## src/hw/rtl/drtl_pkg.sv

```systemverilog
// Shared types and constants of the DFA range transition lookup engine.
// Depends on nothing; the other files refer to it by scoped names or import it.

package drtl_pkg;

    localparam int NUM_STATES  = 256;
    localparam int NUM_RANGES  = 1024;
    localparam int SYMBOL_BITS = 8;

    localparam int STATE_W  = 8;                          // state numbers and targets
    localparam int INDEX_W  = 10;                         // entry_index field
    localparam int RIDX_W   = $clog2(NUM_RANGES);         // range store address
    localparam int OFS_W    = $clog2(NUM_RANGES + 1);     // offsets, counts, run positions
    localparam int OFF_AW   = $clog2(NUM_STATES + 1);     // offset store address
    localparam int FUNC_W   = 2;
    localparam int TDATA_W  = 64;
    localparam int TDATA_PAD = TDATA_W - (INDEX_W + 3 * SYMBOL_BITS - SYMBOL_BITS + STATE_W
                                          + OFS_W + STATE_W + SYMBOL_BITS);

    // Function codes carried in the input tuser
    localparam logic [FUNC_W-1:0] FUNC_LOAD_RANGE  = 2'd0;
    localparam logic [FUNC_W-1:0] FUNC_LOAD_OFFSET = 2'd1;
    localparam logic [FUNC_W-1:0] FUNC_LOOKUP      = 2'd2;

    // Input word, first field in the lowest bits
    typedef struct packed {
        logic [TDATA_PAD-1:0]   reserved;
        logic [SYMBOL_BITS-1:0] symbol;
        logic [STATE_W-1:0]     current_state;
        logic [OFS_W-1:0]       start_offset;
        logic [STATE_W-1:0]     range_target;
        logic [SYMBOL_BITS-1:0] range_high;
        logic [SYMBOL_BITS-1:0] range_low;
        logic [INDEX_W-1:0]     entry_index;
    } in_word_t;

    typedef struct packed {
        logic [SYMBOL_BITS-1:0] low;
        logic [SYMBOL_BITS-1:0] high;
        logic [STATE_W-1:0]     target;
    } range_entry_t;

    // Which run position the range store read uses
    typedef enum logic [1:0] {
        RSEL_PROBE_CUR,
        RSEL_PROBE_NEXT,
        RSEL_AT_IDX,
        RSEL_AT_PREV
    } rng_sel_t;

    typedef struct packed {
        logic     wr_range;
        logic     wr_off;
        logic     start;
        logic     rd_off_end;
        logic     cap_first;
        logic     cap_last;
        logic     rng_rd;
        rng_sel_t rng_sel;
        logic     step;
        logic     set_res;
        logic     res_hit;
        logic     out_load;
    } cmd_t;

    typedef struct packed {
        logic state_bad;
        logic run_empty;
        logic n_zero;
        logic n_next_zero;
        logic idx_lt_len;
        logic idx_zero;
        logic sym_ge_low;
        logic sym_le_high;
        logic out_free;
    } stat_t;

endpackage

```

## src/hw/rtl/drtl_ctrl.sv

```systemverilog
// Controller of the DFA range transition lookup: sequences loads, offset reads,
// binary search probes and result hand-off. Uses drtl_pkg.

module drtl_ctrl (
    input  logic                         clk,
    input  logic                         rst_n,
    input  logic                         s_axis_tvalid,
    output logic                         s_axis_tready,
    input  logic [drtl_pkg::FUNC_W-1:0]  s_axis_tuser,
    input  drtl_pkg::stat_t              stat,
    output drtl_pkg::cmd_t               cmd
);

    typedef enum logic [3:0] {
        S_IDLE,
        S_OFF0,
        S_OFF1,
        S_ISSUE,
        S_SEARCH,
        S_FIN_A,
        S_FIN_B,
        S_FIN_C,
        S_RESULT
    } state_t;

    state_t state_reg;
    state_t state_next;
    logic   accept;

    assign s_axis_tready = state_reg == S_IDLE;
    assign accept        = s_axis_tvalid && s_axis_tready;

    always_comb
    begin
        cmd        = '0;
        state_next = state_reg;
        unique case (state_reg)
            S_IDLE:
            begin
                if (accept)
                begin
                    unique case (s_axis_tuser)
                        drtl_pkg::FUNC_LOAD_RANGE:  cmd.wr_range = 1'b1;
                        drtl_pkg::FUNC_LOAD_OFFSET: cmd.wr_off   = 1'b1;
                        drtl_pkg::FUNC_LOOKUP:
                        begin
                            if (stat.state_bad)
                            begin
                                cmd.set_res = 1'b1;
                                state_next  = S_RESULT;
                            end
                            else
                            begin
                                cmd.start  = 1'b1;
                                state_next = S_OFF0;
                            end
                        end
                        default: ;
                    endcase
                end
            end
            S_OFF0:
            begin
                cmd.cap_first  = 1'b1;
                cmd.rd_off_end = 1'b1;
                state_next     = S_OFF1;
            end
            S_OFF1:
            begin
                cmd.cap_last = 1'b1;
                if (stat.run_empty)
                begin
                    cmd.set_res = 1'b1;
                    state_next  = S_RESULT;
                end
                else
                begin
                    state_next = S_ISSUE;
                end
            end
            S_ISSUE:
            begin
                if (stat.n_zero)
                begin
                    state_next = S_FIN_A;
                end
                else
                begin
                    cmd.rng_rd  = 1'b1;
                    cmd.rng_sel = drtl_pkg::RSEL_PROBE_CUR;
                    state_next  = S_SEARCH;
                end
            end
            S_SEARCH:
            begin
                cmd.step = 1'b1;
                if (stat.n_next_zero)
                begin
                    state_next = S_FIN_A;
                end
                else
                begin
                    cmd.rng_rd  = 1'b1;
                    cmd.rng_sel = drtl_pkg::RSEL_PROBE_NEXT;
                end
            end
            S_FIN_A:
            begin
                priority if (stat.idx_lt_len)
                begin
                    cmd.rng_rd  = 1'b1;
                    cmd.rng_sel = drtl_pkg::RSEL_AT_IDX;
                    state_next  = S_FIN_B;
                end
                else if (stat.idx_zero)
                begin
                    cmd.set_res = 1'b1;
                    state_next  = S_RESULT;
                end
                else
                begin
                    cmd.rng_rd  = 1'b1;
                    cmd.rng_sel = drtl_pkg::RSEL_AT_PREV;
                    state_next  = S_FIN_C;
                end
            end
            S_FIN_B:
            begin
                priority if (stat.sym_ge_low)
                begin
                    cmd.set_res = 1'b1;
                    cmd.res_hit = 1'b1;
                    state_next  = S_RESULT;
                end
                else if (stat.idx_zero)
                begin
                    cmd.set_res = 1'b1;
                    state_next  = S_RESULT;
                end
                else
                begin
                    cmd.rng_rd  = 1'b1;
                    cmd.rng_sel = drtl_pkg::RSEL_AT_PREV;
                    state_next  = S_FIN_C;
                end
            end
            S_FIN_C:
            begin
                cmd.set_res = 1'b1;
                cmd.res_hit = stat.sym_le_high;
                state_next  = S_RESULT;
            end
            S_RESULT:
            begin
                if (stat.out_free)
                begin
                    cmd.out_load = 1'b1;
                    state_next   = S_IDLE;
                end
            end
            default:
            begin
                state_next = S_IDLE;
            end
        endcase
    end

    always_ff @(posedge clk or negedge rst_n)
    begin
        if (!rst_n)
        begin
            state_reg <= S_IDLE;
        end
        else
        begin
            state_reg <= state_next;
        end
    end

endmodule

```

## config.mk

```make
export PLATFORM = sky130hd
export DESIGN_NAME = drtl_ctrl
export DESIGN_NICKNAME = d
export VERILOG_FILES = /design/src/hw/rtl/drtl_pkg.sv /design/src/hw/rtl/drtl_ctrl.sv
export SDC_FILE = /design/constraint.sdc
export NUM_CORES = 1
export LEC_CHECK = 0
export BUFFER_PORTS_ARGS = -buffer_cell sky130_fd_sc_hd__buf_2
export CAP_MARGIN = 10
export CORE_MARGIN = 1.5
export CORE_UTILIZATION = 30
export CTS_CLUSTER_SIZE = 25
export DETAILED_ROUTE_END_ITERATION = 10
export GPL_TIMING_DRIVEN = 0
export SLEW_MARGIN = 10
export SYNTH_ARGS = -nofsm -noshare
export SYNTH_HDL_FRONTEND = slang
export SYNTH_SLANG_ARGS = --single-unit
```

## constraint.sdc

```tcl
create_clock -name clk -period 1.7 [get_ports clk]
set_clock_uncertainty 0.05 [all_clocks]
set_input_delay 0.34 -clock clk [delete_from_list [all_inputs] [get_ports clk]]
set_output_delay 0.34 -clock clk [all_outputs]
set_load 0.02 [all_outputs]
```

==> flow_summary.json <==
{
  "status": "finished with violations",
  "violations": "setup timing",
  "path_clk_slew_ns": 0.04,
  "grt_max_degree": 11,
  "p_int_mw": 0.6842,
  "drc": 0,
  "synth_cell_type_count": 32,
  "initial_core_util_pct": 32.43,
  "die_height_microns": 43.59,
  "fmax_ghz": 0.4870,
  "crit-reg2reg-launch": "state_reg[0]$_DFFE_PN0P_",
  "wl_per_cell_microns": 14.12,
  "sw_frac_of_total_pct": 44.57,
  "drtIter0Drc": 10,
  "report.final.slew_viol_count": 0,
  "antenna_found_initial": 0,
  "tns_ns": -2.310,
  "io_buffers": 27,
  "placeableCoreArea_sq_um": 1524,
  "grt_util_met3_pct": 2.500,
  "hold_path_depth": 2,
  "worst_pin_slew_ns": 0.6367,
  "syn_area_per_cell_sq_um": 7.722,
  "hp-start": "stat[0]",
  "power_density_nw_per_um2": 1250,
  "fin_cells": 120,
  "crit_chain": "buf_6 -> or3b_1 -> a211o_1 -> o41ai_2 -> buf_2",
  "dp_slack_ns": -0.2249,
  "placed_cells_incl_taps": 107,
  "min_period_ns": 2.053,
  "hp-class": "in -> reg",
  "fin_nets": 120,
  "switchingPower_mw": 0.5502,
  "avgViaCountPerCell": 5.417,
  "synth_edf_count": 0,
  "synth-main-ff-cell": "dfrtp_1",
  "grt-busiest-layer": "met2",
  "critPathTopFamily": "compound AO/OA/AOI/OAI gates",
  "endpoint_kind": "primary output",
  "p_leak_nw": 0.4471,
  "track_usage_pct": 19.21,
  "cts_num_sinks": 4,
  "arrival_ns": 1.66,
  "synthArstFlopShare_pct": 100.0,
  "syn_area_sq_um": 494.2,
  "worst-path-buf-inv": 2,
  "reg2reg_depth": 6,
  "drt-pass1-iter-count": 4,
  "pwr-share-comb_pct": 77.3,
  "finalCritPeriodShare_pct": 120.8,
  "use_met1_pct": 23.27,
  "setup_ws_ns": -0.3532,
  "final_hold_viol_count": 0,
  "ios": 28,
  "ys_seq_elements": 4,
  "setup-violations-final": 14,
  "rsz0062_at_grt": "yes",
  "synth_area_leader_cell": "dfrtp_1",
  "clkPwrFrac_pct": 9.5,
  "max_cap_viol_count": 0,
  "die_w_microns": 43.59,
  "wl_microns": 1694,
  "grt_pass1_wl_microns": 2739,
  "ant_nets": 0,
  "diodes": 0,
  "routabilityCongestion": 0.7806,
  "yosys-top-cells-area": "dfrtp_1 (20%), nand2b_1 (7.6%), nor2_1 (5.3%), nor3_1 (4.1%), nor4bb_1 (4.1%)",
  "finalPower_mw": 1.234,
  "cts_made_buffers": 3,
  "clk_latency_ns": 0.23,
  "syn_inst": 64,
  "critPathLaunchType": "flip-flop",
  "r2r_end": "state_reg[0]$_DFFE_PN0P_",
  "synth_top_area_share_pct": 20.25,
  "largest_reg_flops": 4,
  "vias": 650,
  "slowest_stage": "dfrtp_1",
  "vdd_ir_drop_max_v": 0.0007386,
  "drive_gt1_share_pct": 64.42,
  "h-tree-depth": 1,
  "syn_nets": 78,
  "hpwl_microns": 1098,
  "die_area_sq_um": 1900,
  "cp.required_ns": 1.31,
  "p_seq_share_pct": 13.3,
  "area_growth_pct": 99.75,
  "final_common_cell": "buf_4",
  "layout_common_cells": "buf_4 (17), buf_2 (16), buf_6 (7)",
  "path_class": "reg -> out",
  "worstPathMaxFanout": 7,
  "holdWs_ns": 0.3132,
  "reg2reg_slack_ns": -0.09,
  "max_stage_delay_ns": 0.36,
  "root_buffer": "clkbuf_4",
  "synth_seq_area_share_pct": 20.25,
  "rows": 14,
  "grt_overflow": 0,
  "cts_tree": "built",
  "relSlewSlack_pct": 57.45,
  "cts_buffer_depth": 2,
  "holdPathEnd": "state_reg[3]$_DFFE_PN0P_",
  "yosys_warnings": 0,
  "grt_pass1_vias": 629,
  "met2_usage_pct": 34.12
}
## how the worst max path moves through the flow
stage                             start       to  slack, ns  cells after the start
5_1_grt        state_reg[0]$_DFFE_PN0P_   cmd[4]      -0.42                      5
3_5_place_dp   state_reg[2]$_DFFE_PN0P_   cmd[2]      -0.22                      5
4_1_cts        state_reg[0]$_DFFE_PN0P_   cmd[4]      -0.35                      5
2_1_floorplan  state_reg[0]$_DFFE_PN0P_  cmd[12]      -0.09                      3
3_3_place_gp   state_reg[2]$_DFFE_PN0P_   cmd[2]      -0.22                      5
6_report       state_reg[0]$_DFFE_PN0P_   cmd[4]      -0.35                      5
## final cells by class
class	count	area, sq um
buffer	5	56.30
clock buffer	3	22.52
fill	134	536.8
inverter	4	15.01
multi-input combinational	49	478.0
sequential	4	102.6
tap	16	20.02
timing repair buffer	39	292.8
## kinds of logic after synthesis
kind of cell           count (synthesis)  share of synthesized area [%]
and+or+nand+nor                       33                          43.04
AOI/OAI and AO/OA                     15                          24.30
DFF                                    4                          20.25
muxes                                  1                          2.025
buffers and inverters                 11                          10.38
## metal layers
metal / part of all wire (%) / vias up
met3: 3.3 / 0
met4: 0 / 0
li1: - / 323
met2: 54 / 21
met5: 0 / -
met1: 43 / 306
## through the flow
step	cell area, sq um	utilization [%]
floorplan	558.0	-
global placement	713.2	46.80
detailed placement	713.2	46.80
CTS	950.9	62.40
global route	987.2	64.78
finish	987.2	64.78
## timing repair
| action | 4_1_cts | 5_1_grt |
|---|---|---|
| pin swaps | 8 | 9 |
| endpoints found under the setup margin | 13 | 15 |
| gates resized for setup | 33 | 10 |
| buffers inserted | 10 | 2 |
| hold buffers | 1 | 0 |
| endpoints found under the hold margin | 4 | 0 |
## Yosys cell counts (all sizes together), types with 2 or more instances
| library cell | number |
|---|---|
| a211o | 2 |
| a31oi | 2 |
| buf | 4 |
| clkbuf | 3 |
| dfrtp | 4 |
| inv | 4 |
| nand2b | 6 |
| nand3 | 2 |
| nor2 | 7 |
| nor2b | 2 |
| nor3 | 4 |
| nor4b | 2 |
| nor4bb | 2 |
| o22ai | 2 |
| or3b | 2 |
## power groups by stage
stage,Sequential [mW],Clock (mW),Combinational (mW)
after floorplan,0.150,0,0.488
after global placement,0.156,0,0.643
after detailed placement,0.157,0,0.646
after CTS,0.161,0.122,0.905
after global routing,0.168,0.130,1.02
final,0.164,0.117,0.954
No activity file was read; power rests on OpenSTA's default activity.
